File: src/rtl/dsms_pkg.sv
package dsms_pkg;

  localparam int unsigned CharWidth  = 8;
  localparam int unsigned WholeWidth = 54;
  localparam int unsigned FracWidth  = 10;
  localparam int unsigned MsWidth    = 63;

  localparam logic [2:0] PH_LEAD  = 3'd0;
  localparam logic [2:0] PH_INT   = 3'd1;
  localparam logic [2:0] PH_DOT   = 3'd2;
  localparam logic [2:0] PH_FRAC  = 3'd3;
  localparam logic [2:0] PH_TRAIL = 3'd4;

  localparam logic [CharWidth-1:0] CHAR_TAB   = 8'd9;
  localparam logic [CharWidth-1:0] CHAR_CR    = 8'd13;
  localparam logic [CharWidth-1:0] CHAR_SPACE = 8'd32;
  localparam logic [CharWidth-1:0] CHAR_DOT   = 8'd46;
  localparam logic [CharWidth-1:0] CHAR_ZERO  = 8'd48;
  localparam logic [CharWidth-1:0] CHAR_FIVE  = 8'd53;
  localparam logic [CharWidth-1:0] CHAR_NINE  = 8'd57;

  // largest whole-seconds value that still fits in milliseconds
  localparam logic [WholeWidth-1:0] WHOLE_MAX = 54'd9223372036854775;
  // largest sub-second part allowed on top of WHOLE_MAX seconds
  localparam logic [FracWidth-1:0]  FRAC_TOP_MAX = 10'd807;

  localparam logic [WholeWidth-1:0] LIMIT_LOW  = 54'd922337203685477;
  localparam logic [WholeWidth-1:0] LIMIT_HIGH = 54'd922337203685476;

  typedef struct packed {
    logic                  bad;
    logic [WholeWidth-1:0] whole;
    logic [FracWidth-1:0]  frac;
    logic                  rnd;
  } fin_t;

  // (WHOLE_MAX - d) / 10
  function automatic logic [WholeWidth-1:0] int_limit(input logic [3:0] d);
    logic [WholeWidth-1:0] lim;
    lim = (d > 4'd5) ? LIMIT_HIGH : LIMIT_LOW;
    return lim;
  endfunction

endpackage

File: src/rtl/dsms_if.sv
interface dsms_in_if;
  logic                             valid;
  logic                             ready;
  logic [dsms_pkg::CharWidth-1:0]   char_code;
  logic                             last_char;

  modport source (output valid, output char_code, output last_char, input ready);
  modport sink (input valid, input char_code, input last_char, output ready);
endinterface

interface dsms_out_if;
  logic                             valid;
  logic                             ready;
  logic                             status;
  logic [dsms_pkg::MsWidth-1:0]     milliseconds;

  modport source (output valid, output status, output milliseconds, input ready);
  modport sink (input valid, input status, input milliseconds, output ready);
endinterface

File: src/rtl/dsms_parse.sv
module dsms_parse (
  input  logic                           clk,
  input  logic                           rst,
  input  logic                           fire,
  input  logic [dsms_pkg::CharWidth-1:0] char_code,
  input  logic                           last_char,
  input  logic                           fin_adv,
  output logic                           fin_valid,
  output dsms_pkg::fin_t                 fin
);

  logic [2:0]                          phase;
  logic [2:0]                          phase_next;
  logic [dsms_pkg::WholeWidth-1:0]     whole_seconds;
  logic [dsms_pkg::WholeWidth-1:0]     whole_seconds_next;
  logic [dsms_pkg::FracWidth-1:0]      fraction_ms;
  logic [dsms_pkg::FracWidth-1:0]      fraction_ms_next;
  logic [2:0]                          fraction_places;
  logic [2:0]                          fraction_places_next;
  logic                                round_bit;
  logic                                round_bit_next;
  logic                                error_flag;
  logic                                error_flag_next;

  logic                                is_space;
  logic                                is_digit;
  logic [3:0]                          digit;
  logic                                int_ok;
  logic [dsms_pkg::WholeWidth-1:0]     whole_acc;
  logic [dsms_pkg::FracWidth-1:0]      frac_acc;
  logic [dsms_pkg::FracWidth-1:0]      frac_pad;
  dsms_pkg::fin_t                      fin_next;

  assign is_space = ((char_code >= dsms_pkg::CHAR_TAB) && (char_code <= dsms_pkg::CHAR_CR)) ||
                    (char_code == dsms_pkg::CHAR_SPACE);
  assign is_digit = (char_code >= dsms_pkg::CHAR_ZERO) && (char_code <= dsms_pkg::CHAR_NINE);
  assign digit    = 4'(char_code - dsms_pkg::CHAR_ZERO);
  assign int_ok   = whole_seconds <= dsms_pkg::int_limit(digit);
  assign whole_acc = (whole_seconds << 3) + (whole_seconds << 1) +
                     dsms_pkg::WholeWidth'(digit);
  assign frac_acc  = (fraction_ms << 3) + (fraction_ms << 1) +
                     dsms_pkg::FracWidth'(digit);

  always_comb begin
    phase_next           = phase;
    whole_seconds_next   = whole_seconds;
    fraction_ms_next     = fraction_ms;
    fraction_places_next = fraction_places;
    round_bit_next       = round_bit;
    error_flag_next      = error_flag;
    if (!error_flag) begin
      case (phase)
        dsms_pkg::PH_LEAD: begin
          if (is_digit) begin
            phase_next = dsms_pkg::PH_INT;
            if (int_ok) whole_seconds_next = whole_acc;
            else error_flag_next = 1'b1;
          end else if (!is_space) begin
            error_flag_next = 1'b1;
          end
        end
        dsms_pkg::PH_INT: begin
          if (is_digit) begin
            if (int_ok) whole_seconds_next = whole_acc;
            else error_flag_next = 1'b1;
          end else if (char_code == dsms_pkg::CHAR_DOT) begin
            phase_next = dsms_pkg::PH_DOT;
          end else if (is_space) begin
            phase_next = dsms_pkg::PH_TRAIL;
          end else begin
            error_flag_next = 1'b1;
          end
        end
        dsms_pkg::PH_DOT, dsms_pkg::PH_FRAC: begin
          if (is_digit) begin
            phase_next = dsms_pkg::PH_FRAC;
            if (fraction_places < 3'd3) fraction_ms_next = frac_acc;
            if (fraction_places == 3'd3) round_bit_next = (char_code >= dsms_pkg::CHAR_FIVE);
            if (fraction_places < 3'd4) fraction_places_next = fraction_places + 3'd1;
          end else if (is_space && (phase == dsms_pkg::PH_FRAC)) begin
            phase_next = dsms_pkg::PH_TRAIL;
          end else begin
            error_flag_next = 1'b1;
          end
        end
        dsms_pkg::PH_TRAIL: begin
          if (!is_space) error_flag_next = 1'b1;
        end
        default: begin
          error_flag_next = 1'b1;
        end
      endcase
    end
  end

  always_comb begin
    case (fraction_places_next)
      3'd0:    frac_pad = '0;
      3'd1:    frac_pad = dsms_pkg::FracWidth'(fraction_ms_next * 7'd100);
      3'd2:    frac_pad = dsms_pkg::FracWidth'(fraction_ms_next * 4'd10);
      default: frac_pad = fraction_ms_next;
    endcase
    fin_next.bad   = error_flag_next || (phase_next == dsms_pkg::PH_LEAD) ||
                     (phase_next == dsms_pkg::PH_DOT);
    fin_next.whole = whole_seconds_next;
    fin_next.frac  = frac_pad;
    fin_next.rnd   = round_bit_next;
  end

  always_ff @(posedge clk) begin
    if (rst) begin
      phase           <= dsms_pkg::PH_LEAD;
      whole_seconds   <= '0;
      fraction_ms     <= '0;
      fraction_places <= '0;
      round_bit       <= 1'b0;
      error_flag      <= 1'b0;
    end else if (fire) begin
      if (last_char) begin
        phase           <= dsms_pkg::PH_LEAD;
        whole_seconds   <= '0;
        fraction_ms     <= '0;
        fraction_places <= '0;
        round_bit       <= 1'b0;
        error_flag      <= 1'b0;
      end else begin
        phase           <= phase_next;
        whole_seconds   <= whole_seconds_next;
        fraction_ms     <= fraction_ms_next;
        fraction_places <= fraction_places_next;
        round_bit       <= round_bit_next;
        error_flag      <= error_flag_next;
      end
    end
  end

  always_ff @(posedge clk) begin
    if (rst) begin
      fin_valid <= 1'b0;
    end else if (fin_adv) begin
      fin_valid <= fire && last_char;
    end
  end

  always_ff @(posedge clk) begin
    if (fin_adv) fin <= fin_next;
  end

endmodule

File: src/rtl/dsms_scale.sv
module dsms_scale (
  input  logic            clk,
  input  logic            rst,
  input  logic            fin_valid,
  input  dsms_pkg::fin_t  fin,
  output logic            fin_adv,
  dsms_out_if.source      out_ch
);

  logic [dsms_pkg::MsWidth-1:0]   whole_ext;
  logic [dsms_pkg::MsWidth-1:0]   ms_sum;
  logic [dsms_pkg::FracWidth-1:0] sub_sec;
  logic                           ovf;
  logic                           bad;
  logic                           out_adv;

  assign out_adv   = !out_ch.valid || out_ch.ready;
  assign fin_adv   = !fin_valid || out_adv;

  // x1000 = x1024 - x32 + x8
  assign whole_ext = dsms_pkg::MsWidth'(fin.whole);
  assign sub_sec   = fin.frac + dsms_pkg::FracWidth'(fin.rnd);
  assign ms_sum    = (whole_ext << 10) - (whole_ext << 5) + (whole_ext << 3) +
                     dsms_pkg::MsWidth'(sub_sec);
  assign ovf       = (fin.whole == dsms_pkg::WHOLE_MAX) && (sub_sec > dsms_pkg::FRAC_TOP_MAX);
  assign bad       = fin.bad || ovf;

  always_ff @(posedge clk) begin
    if (rst) begin
      out_ch.valid <= 1'b0;
    end else if (out_adv) begin
      out_ch.valid <= fin_valid;
    end
  end

  always_ff @(posedge clk) begin
    if (out_adv) begin
      out_ch.status       <= bad;
      out_ch.milliseconds <= bad ? '0 : ms_sum;
    end
  end

endmodule

File: src/rtl/decimal_seconds_to_ms_parser.sv
// Pipeline: an accepted final character moves from the input register to the
// parse stage, and its result then moves on to the output register.
// Throughput: one character per cycle; a final character stalls only while
// the parse stage and output register both hold results and ready is low.
// Reset (rst, synchronous): empties all stages and returns the parser to
// the leading whitespace phase with cleared accumulators.
module decimal_seconds_to_ms_parser (
  input  logic        clk,
  input  logic        rst,
  dsms_in_if.sink     in_ch,
  dsms_out_if.source  out_ch
);

  logic                           char_valid;
  logic [dsms_pkg::CharWidth-1:0] char_code;
  logic                           last_char;
  logic                           fire;
  logic                           fin_adv;
  logic                           fin_valid;
  dsms_pkg::fin_t                 fin;

  assign fire        = char_valid && (!last_char || fin_adv);
  assign in_ch.ready = !char_valid || fire;

  always_ff @(posedge clk) begin
    if (rst) begin
      char_valid <= 1'b0;
    end else if (in_ch.ready) begin
      char_valid <= in_ch.valid;
    end
  end

  always_ff @(posedge clk) begin
    if (in_ch.valid && in_ch.ready) begin
      char_code <= in_ch.char_code;
      last_char <= in_ch.last_char;
    end
  end

  dsms_parse u_parse (
    .clk       (clk),
    .rst       (rst),
    .fire      (fire),
    .char_code (char_code),
    .last_char (last_char),
    .fin_adv   (fin_adv),
    .fin_valid (fin_valid),
    .fin       (fin)
  );

  dsms_scale u_scale (
    .clk       (clk),
    .rst       (rst),
    .fin_valid (fin_valid),
    .fin       (fin),
    .fin_adv   (fin_adv),
    .out_ch    (out_ch)
  );

endmodule

File: src/flat_wrapper.sv
// flat-port wrapper written by rule: the top's interface ports become plain ports
module decimal_seconds_to_ms_parser_flat 
  (clk, rst, in_ch_valid, in_ch_char_code, in_ch_last_char, in_ch_ready, out_ch_valid, out_ch_status, out_ch_milliseconds, out_ch_ready);
  dsms_in_if in_ch_i ();
  dsms_out_if out_ch_i ();
  input  logic clk;
  input  logic rst;
  input wire logic [$bits(in_ch_i.valid)-1:0] in_ch_valid;
  input wire logic [$bits(in_ch_i.char_code)-1:0] in_ch_char_code;
  input wire logic [$bits(in_ch_i.last_char)-1:0] in_ch_last_char;
  output wire logic [$bits(in_ch_i.ready)-1:0] in_ch_ready;
  output wire logic [$bits(out_ch_i.valid)-1:0] out_ch_valid;
  output wire logic [$bits(out_ch_i.status)-1:0] out_ch_status;
  output wire logic [$bits(out_ch_i.milliseconds)-1:0] out_ch_milliseconds;
  input wire logic [$bits(out_ch_i.ready)-1:0] out_ch_ready;
  assign in_ch_i.valid = in_ch_valid;
  assign in_ch_i.char_code = in_ch_char_code;
  assign in_ch_i.last_char = in_ch_last_char;
  assign in_ch_ready = in_ch_i.ready;
  assign out_ch_valid = out_ch_i.valid;
  assign out_ch_status = out_ch_i.status;
  assign out_ch_milliseconds = out_ch_i.milliseconds;
  assign out_ch_i.ready = out_ch_ready;
  decimal_seconds_to_ms_parser u_core (.clk(clk), .rst(rst), .in_ch(in_ch_i), .out_ch(out_ch_i));
endmodule
File: config.mk
export PLATFORM = sky130hd
export DESIGN_NAME = decimal_seconds_to_ms_parser_flat
export DESIGN_NICKNAME = d
export VERILOG_FILES = /design/src/rtl/dsms_pkg.sv /design/src/rtl/dsms_if.sv /design/src/rtl/dsms_parse.sv /design/src/rtl/dsms_scale.sv /design/src/rtl/decimal_seconds_to_ms_parser.sv /design/src/flat_wrapper.sv
export SDC_FILE = /design/constraint.sdc
export NUM_CORES = 1
export LEC_CHECK = 0
export ABC_AREA = 1
export BUFFER_PORTS_ARGS = -buffer_cell sky130_fd_sc_hd__buf_2
export CAP_MARGIN = 20
export CORE_MARGIN = 2
export CORE_UTILIZATION = 30
export CTS_CLUSTER_SIZE = 10
export DETAILED_ROUTE_END_ITERATION = 16
export SLEW_MARGIN = 20
export SYNTH_ARGS = -nofsm -noshare
export SYNTH_HDL_FRONTEND = slang
export SYNTH_SLANG_ARGS = --single-unit
File: constraint.sdc
create_clock -name clk -period 4.18 [get_ports clk]
set_input_delay 0.418 -clock clk [delete_from_list [all_inputs] [get_ports clk]]
set_output_delay 0.418 -clock clk [all_outputs]
set_load 0.01 [all_outputs]
==> impl_summary.txt, run 1 <==
----------------------------------------------------
[Status]
  Result of the run ... finished clean

[Finish]
  Final nets ... around 3700
  Post-route cell area ... ~24000 µm²
  Fraction of layout cells with a size suffix above 1 ... approximately 5.8%
  Signed area change from the synthesized netlist to the final layout ... 11.2%
  Antenna fix cells ... 0

[Floorplanning]
  Boundary pin count ... 79
  Die area ... roughly 74000 µm²
  Die height ... 272 µm
  Die Wd ... about 270 µm
  Starting density of the core ... a little under a third
  Num rows ... about 100
  Core Area ... between 70000 and 80000 µm²

[Drt]
  Sum of routed wire length over all layers ... roughly 63000 µm
  DRC violation count after routing ... 0
  Number of violations reported at the end of detailed-routing iteration 0 ... 1418
  Average vias per placed instance ... around 4.6
  Wirelength per Cell ... around 15 µm
  Length of the first detailed-routing pass in iterations ... 6
  Post-route antenna net violation count ... 0
  Via Count ... between 20000 and 25000

[Synthesis]
  Area share of fa/ha/maj cells after synthesis ... about 18%
  Post-synthesis async set-or-reset flop share ... 0%
  Post-synthesis compound-gate area fraction ... between 10 and 15%
  Synth Area in XOR/XNOR ... between 2 and 3%
  Share of synthesized area occupied by flip-flops and latches ... a little over a quarter
  Yosys warning count ... 0
  Mean cell area of the mapped netlist ... about 6.6 µm²
  Nets in the synthesized netlist ... 3568
  Number of different library cells in the post-synthesis netlist ... 47
  Dominant combinational cell family by area after synthesis ... simple AND/OR/NAND/NOR gates
  Share of the synthesized area in the top cell type ... a little under 20%
  Cell area after technology mapping ... around 22000 µm²
  Number of instances in the synthesized netlist ... ~3300
  Flip-flop cell with the highest count after synthesis ... sky130_fd_sc_hd__edfxtp_1
  #FFs+latches synth ... roughly 210
  Mux contribution to synthesized area ... less than 1%
  Post-synthesis share of cell area spent on and, or, nand and nor gates ... 30.5%
  Dominant cell type by area after synthesis ... sky130_fd_sc_hd__edfxtp_1
  Cell types occupying the most area after synthesis ... sky130_fd_sc_hd__edfxtp_1, sky130_fd_sc_hd__nand2_1, sky130_fd_sc_hd__ha_1, sky130_fd_sc_hd__inv_1, sky130_fd_sc_hd__dfxtp_1
  Count of flip-flops with a built-in enable after synthesis ... about 140

[Global routing]
  Pin count of the biggest net entering global routing ... 73
  First-pass GRT wire length ... around 100000 µm
  Met3 layer usage reported by global route ... less than 1%
  Via count of the first global-routing pass ... between 15000 and 20000
  Global routing met2 resource utilization ... between 20 and 30%
  Met1 usage in global routing ... a little under a quarter
  Most used routing layer in global routing ... met2
  Number of antenna violations at the first check in global routing ... 0
  Leftover overflow at the end of global routing ... 0
  GRT Util Overall ... 16.9%

[Critical path]
  Endpoint class of the critical path ... flop
  Crit path cell chain ... inv_2 -> fa_1 -> fa_1 -> inv_1 -> nand4_1 -> nand2_1 -> ha_1 -> ha_1 -> inv_1 -> fa_1 -> inv_1 -> ha_4 -> nand2_1 -> nand2_1 -> a31oi_2 -> nand3_1 -> nand3_1 -> nand3_1
  Worst stage delay on the critical path ... 0.55 ns
  Crit path required time ... 4.47 ns
  Gate family responsible for the most delay along the worst path ... adder cells
  Worst EP arrival ... between 4 and 5 ns
  Sum of buffers and inverters on the critical path ... 4
  Crit path max fanout ... 3
  Start-to-end type of the worst setup path ... reg2reg
  Sort of element at the start of the critical path ... flop
  Worst setup path startpoint ... u_core.char_code[3]
  Launch instance of the worst register-to-register path ... u_core.char_code[3]
  Slowest cell on the critical path ... sky130_fd_sc_hd__fa_1

[Timing]
  Hold WS ... a little under 0.05 ns
  Fin crit share ... between 90% and 100%
  RSZ-0062 raised after global routing ... false
  Clock Skew ... 0.0204 ns
  Finish-stage setup viols ... 0
  Worst max-slew margin expressed relative to the limit ... between 30 and 40%
  Slew at the pin with the worst max-slew slack ... between 0.9 and 1 ns
  Pins over their slew limit ... 0
  Sum of negative setup slack ... 0 ns
  Minimum clock period after layout ... between 3 and 4 ns
  Post-route worst setup slack ... approximately 0.23 ns
  Hold Fails Final Rpt ... 0
  Maximum achievable frequency ... ~250 MHz

[Worst hold path]
  HP Start ... in_ch_char_code[0]
  Classification of the worst-slack hold path ... in2reg

[Placement]
  Cell area after placement ... ~23000 µm²
  Pre-CTS worst setup slack ... approximately 0.13 ns
  Final GP Congestion ... between 0.9 and 1
  Port buffer count ... ~80
  DP Wirelength ... between 50000 and 60000 µm

[CTS]
  CTS tree ... yes
  Number of gates given a new drive strength after cts ... 0
  Skew-Pair Late Insertion Delay ... approximately 0.55 ns
  Post-CTS setup buffers ... 0
  Number of buffers on the longest clock path ... 3
  Number of hold buffers added after cts ... 0
  Buffer type at the clock tree root ... sky130_fd_sc_hd__clkbuf_16
  Maximum level of the CTS H-tree ... 1
  Sinks on the clock net ... ~210
  Clock-pin slew on the worst setup and hold paths ... approximately 0.060 ns
  Num CTS Buffers ... 26

[Power and ir drop]
  Highest ir drop seen on vdd ... between 0.0002 and 0.00025 V
  Lkg Pwr ... about 13 nW
  Areal power density over the cells ... 222 nW/µm²

[Run]
  Max Cap Viol ... 0

----------------------------------------------------
-- registers in the layout, summed over array words and instances (netlist names) --
name and count:
u_core.char_code 8, u_core.char_valid 1, u_core.last_char 1, u_core.u_parse.error_flag 1
u_core.u_parse.fin 66, u_core.u_parse.fin_valid 1, u_core.u_parse.fraction_ms 10, u_core.u_parse.fraction_places 3
u_core.u_parse.phase 3, u_core.u_parse.round_bit 1, u_core.u_parse.whole_seconds 54, u_core.u_scale.out_ch.milliseconds 63
u_core.u_scale.out_ch.status 1, u_core.u_scale.out_ch.valid 1
-- where the power goes --
group | internal, mW | total, mW | switching [mW]
clock network | 1.25 | 2.11 | 0.863
registers | 2.26 | 2.28 | 0.0153
logic | 0.290 | 0.943 | 0.652
-- cells in the mapped netlist, types with 14 or more instances --
master,count
sky130_fd_sc_hd__a21o_1,19
sky130_fd_sc_hd__nand4_1,38
sky130_fd_sc_hd__xor2_1,31
sky130_fd_sc_hd__a21oi_1,203
sky130_fd_sc_hd__xnor2_1,32
sky130_fd_sc_hd__o21ai_2,28
sky130_fd_sc_hd__nor3_1,24
sky130_fd_sc_hd__inv_1,659
sky130_fd_sc_hd__nor2_1,348
sky130_fd_sc_hd__ha_1,208
sky130_fd_sc_hd__nand3_1,144
sky130_fd_sc_hd__a31oi_1,19
sky130_fd_sc_hd__dfxtp_1,75
sky130_fd_sc_hd__clkbuf_1,20
sky130_fd_sc_hd__edfxtp_1,139
sky130_fd_sc_hd__buf_2,15
sky130_fd_sc_hd__nand2_1,1035
sky130_fd_sc_hd__nor4_1,14
sky130_fd_sc_hd__fa_1,59
sky130_fd_sc_hd__o21ai_0,83
-- layer usage --
metal  wire (µm)  share of wire, %
met1       30400                48
met2       28300                45
met3        2580               4.1
met4        1800               2.8
met5           0                 0
-- final timing paths --
kind | endpoint | depth (start not counted) | slack [ns]
max | u_core.u_parse.fin[10] | 18 | 0.23
min | u_core.char_code[0] | 1 | 0.05
max reg2reg | u_core.u_parse.fin[10] | 18 | 0.23
min reg2reg | u_core.u_parse.fraction_ms[9] | 2 | 0.47
-- layout make-up --
cell class                 instances  area [µm²]
clock inverter                     2        13.8
fill                            7874       47300
multi-input combinational       2370       13300
tap                              950        1190
inverter                         665        2500
sequential                       214        5680
timing repair buffer             103         578
clock buffer                      46         777
-- stage by stage --
| step | power (mW) | util (%) | cells |
|---|---|---|---|
| finish | 5.33 | 33.7 | 4350 |
| global route | 5.56 | 33.7 | 4350 |
| CTS | 5.36 | 33.6 | 4350 |
| detailed placement | 3.24 | 32.5 | 4302 |
| global placement | 3.23 | 32.5 | 4302 |
| floorplan | 2.97 | - | 3288 |
-- logic make-up (layout without fill, tap and decap cells) --
kind of cell	Yosys count	in the layout
adders and majority gates	267	267
buffers and inverters	704	816
muxes	1	1
and+or+nand+nor	1635	1635
xor gates and xnor gates	63	63
DFF	214	214
AOI/OAI and AO/OA	404	404
-- cells in the final DEF, fill, tap and decap left out, drive strengths merged, types with 2 or more instances in the layout --
cell type and n:
a211oi 4, a21boi 5, a21o 19, a21oi 203
a31oi 19, and2 7, and3 3, buf 103
clkbuf 46, clkinv 5, dfxtp 75, edfxtp 139
fa 59, ha 208, inv 662, nand2 1035
nand3 146, nand3b 5, nand4 38, nor2 352
nor3 26, nor4 14, o211ai 7, o21a 4
o21ai 123, o21bai 13, o221ai 2, o311ai 2
or2 8, xnor2 32, xor2 31
Note: power is estimated with default switching activity, not from simulation.
==> run 2: changes to the inputs <==
Settings changed: BUFFER_PORTS_ARGS -buffer_cell sky130_fd_sc_hd__buf_2 to unset, DONT_BUFFER_PORTS set to 1.
==> impl_summary.txt, run 2 (synthesized netlist as in run 1, its figures left out) <==
----------------------------------------------------
[Critical path]
  Gate family responsible for the most delay along the worst path ... adder cells
  Crit path max fanout ... 4 (+1)
  Crit path cell chain ... inv_2 -> fa_1 -> fa_1 -> inv_1 -> nand4_1 -> nand2_1 -> ha_1 -> ha_1 -> inv_1 -> fa_1 -> inv_2 -> ha_4 -> nand2_1 -> nand2_1 -> a31oi_2 -> nand3_1 -> nand3_1 -> nand3_1
  Start-to-end type of the worst setup path ... reg2reg
  Sum of buffers and inverters on the critical path ... 4 (unchanged)
  Worst stage delay on the critical path ... 0.55 ns (about the same)
  Slowest cell on the critical path ... sky130_fd_sc_hd__fa_1
  Worst EP arrival ... 4.20 ns (-0.04 ns)
  Crit path required time ... 4.47 ns (about the same)
  Endpoint class of the critical path ... flop
  Sort of element at the start of the critical path ... flop

[Power and ir drop]
  Lkg Pwr ... 12.7 nW (-2.8%)
  Areal power density over the cells ... 224 nW/µm² (+1.1%)
  Highest ir drop seen on vdd ... 0.000313 V (+29%)

[Finish]
  Antenna fix cells ... 0 (unchanged)
  Commonest cells after routing, fill and taps aside ... sky130_fd_sc_hd__nand2_1, sky130_fd_sc_hd__inv_1, sky130_fd_sc_hd__nor2_1
  Final non-filler cell total ... 4282 (-1.6%)
  Filler instances ... 7835 (-0.50%)
  Final nets ... 3592 (-1.9%)
  Most common library cell in the layout ignoring fill and taps ... sky130_fd_sc_hd__nand2_1
  Largest register FFs ... 66 (unchanged)
  Signed area change from the synthesized netlist to the final layout ... 9.93%
  Registers with the highest flip-flop counts ... u_core.u_parse.fin x66, u_core.u_scale.out_ch.milliseconds x63, u_core.u_parse.whole_seconds x54
  Fraction of layout cells with a size suffix above 1 ... 3.60% (-2.2 points)
  Largest reg by FF count ... u_core.u_parse.fin
  Post-route cell area ... 23800 µm² (-1.2%)

[CTS]
  Buffer type at the clock tree root ... sky130_fd_sc_hd__clkbuf_16
  Maximum level of the CTS H-tree ... 1 (unchanged)
  Number of buffers on the longest clock path ... 3 (unchanged)
  Sinks on the clock net ... 214 (unchanged)
  Skew-Pair Late Insertion Delay ... 0.55 ns (about the same)
  Num CTS Buffers ... 26 (unchanged)
  Clock-pin slew on the worst setup and hold paths ... 0.06 ns (about the same)
  CTS tree ... yes

[Global routing]
  First-pass GRT wire length ... 102000 µm (+0.95%)
  Number of antenna violations at the first check in global routing ... 1 (+1)
  Leftover overflow at the end of global routing ... 0 (unchanged)
  GRT Util Overall ... 17.1% (+0.19 points)
  Pin count of the biggest net entering global routing ... 73 (unchanged)
  Via count of the first global-routing pass ... 19200 (-0.32%)

[Placement]
  Total placed cells including tap cells ... 4222 (-1.9%)
  Final GP Congestion ... 0.965 (+3.2%)
  Port buffer count ... 0 (-100%)
  DP Wirelength ... 53200 µm (+0.34%)
  Pre-CTS worst setup slack ... 0.114 ns (-0.0183 ns)
  Cell area after placement ... 22800 µm² (-1.7%)

[Floorplanning]
  Die height ... 272 µm (unchanged)
  Starting density of the core ... 30.3% (unchanged)
  Die Wd ... 272 µm (unchanged)
  Num rows ... 98 (unchanged)
  Die area ... 74200 µm² (unchanged)
  Boundary pin count ... 79 (unchanged)
  Core Area ... 71400 µm² (unchanged)

[Drt]
  Via Count ... 20100 (-0.23%)
  DRC violation count after routing ... 0 (unchanged)
  Wirelength per Cell ... 15.0 µm (+3.1%)
  Post-route antenna net violation count ... 0 (unchanged)
  Sum of routed wire length over all layers ... 64100 µm (+1.5%)
  Average vias per placed instance ... 4.69 (+1.4%)
  Length of the first detailed-routing pass in iterations ... 5 (-1)
  Number of violations reported at the end of detailed-routing iteration 0 ... 1378 (-2.8%)

[Timing]
  Maximum achievable frequency ... 256 MHz (+0.97%)
  RSZ-0062 raised after global routing ... false
  Fin crit share ... 93.5% (-0.91 points)
  Post-route worst setup slack ... 0.270 ns (+0.0380 ns)
  Hold Fails Final Rpt ... 0 (unchanged)
  Hold WS ... 0.0387 ns (-0.00992 ns)
  Worst max-slew margin expressed relative to the limit ... 35.1% (-4.1 points)
  Clock Skew ... 0.0159 ns (-0.00449 ns)
  Minimum clock period after layout ... 3.91 ns (-0.0380 ns)
  Finish-stage setup viols ... 0 (unchanged)
  Pins over their slew limit ... 0 (unchanged)
  Sum of negative setup slack ... 0 ns (unchanged)
  Slew at the pin with the worst max-slew slack ... 0.972 ns (+0.0635 ns)

[Status]
  Result of the run ... finished clean

[Run]
  Max Cap Viol ... 0 (unchanged)

[Worst hold path]
  Classification of the worst-slack hold path ... in2reg

----------------------------------------------------
==> run 2: metrics by stage <==
step | power (mW) | util (%)
after floorplan | 2.97 | -
after global placement | 3.20 | 32.0
after detailed placement | 3.21 | 32.0
after CTS | 5.35 | 33.2
after global routing | 5.55 | 33.3
final | 5.32 | 33.3
==> run 2: repair_timing <==
action                                  in CTS  in global routing
endpoints found under the hold margin       79                  0
buffers inserted                             0                  2
resized for setup                            0                 13
hold buffers                                10                  0
endpoints found under the setup margin       0                 12
==> run 2: area by class of cell <==
type | count | area [µm²] | share of cell area, %
flip-flops and latches | 214 | 5680 | 23.9
multi-input cells | 2370 | 13300 | 56.0
well taps | 950 | 1190 | 5.00
clock inverters | 2 | 10.0 | 0.0421
clock buffers | 46 | 777 | 3.27
inverters | 665 | 2500 | 10.5
repair buffers | 35 | 305 | 1.28
==> run 2: worst paths after layout <==
kind                                  to                startpoint  slack [ns]  cells past startpoint
max               u_core.u_parse.fin[10]       u_core.char_code[3]        0.27                     18
min                    u_core.char_valid               in_ch_valid        0.04                      2
max reg2reg       u_core.u_parse.fin[10]       u_core.char_code[3]        0.27                     18
min reg2reg  u_core.u_scale.out_ch.valid  u_core.u_parse.fin_valid        0.47                      2
==> run 2: power breakdown <==
part           internal, mW  switching (mW)  total [mW]  leakage (nW)
clock                  1.24           0.871        2.12         0.381
sequential             2.26          0.0282        2.29          2.28
combinational         0.283           0.635       0.918          10.0
total                  3.79            1.53        5.32          12.7
==> run 2: metal layers <==
metal | GRT usage, % | part of all wire (%)
met2 | 28.6 | 45
met4 | 4.89 | 2.8
met1 | 23.7 | 48
met3 | 1.17 | 4.4
met5 | 0 | 0
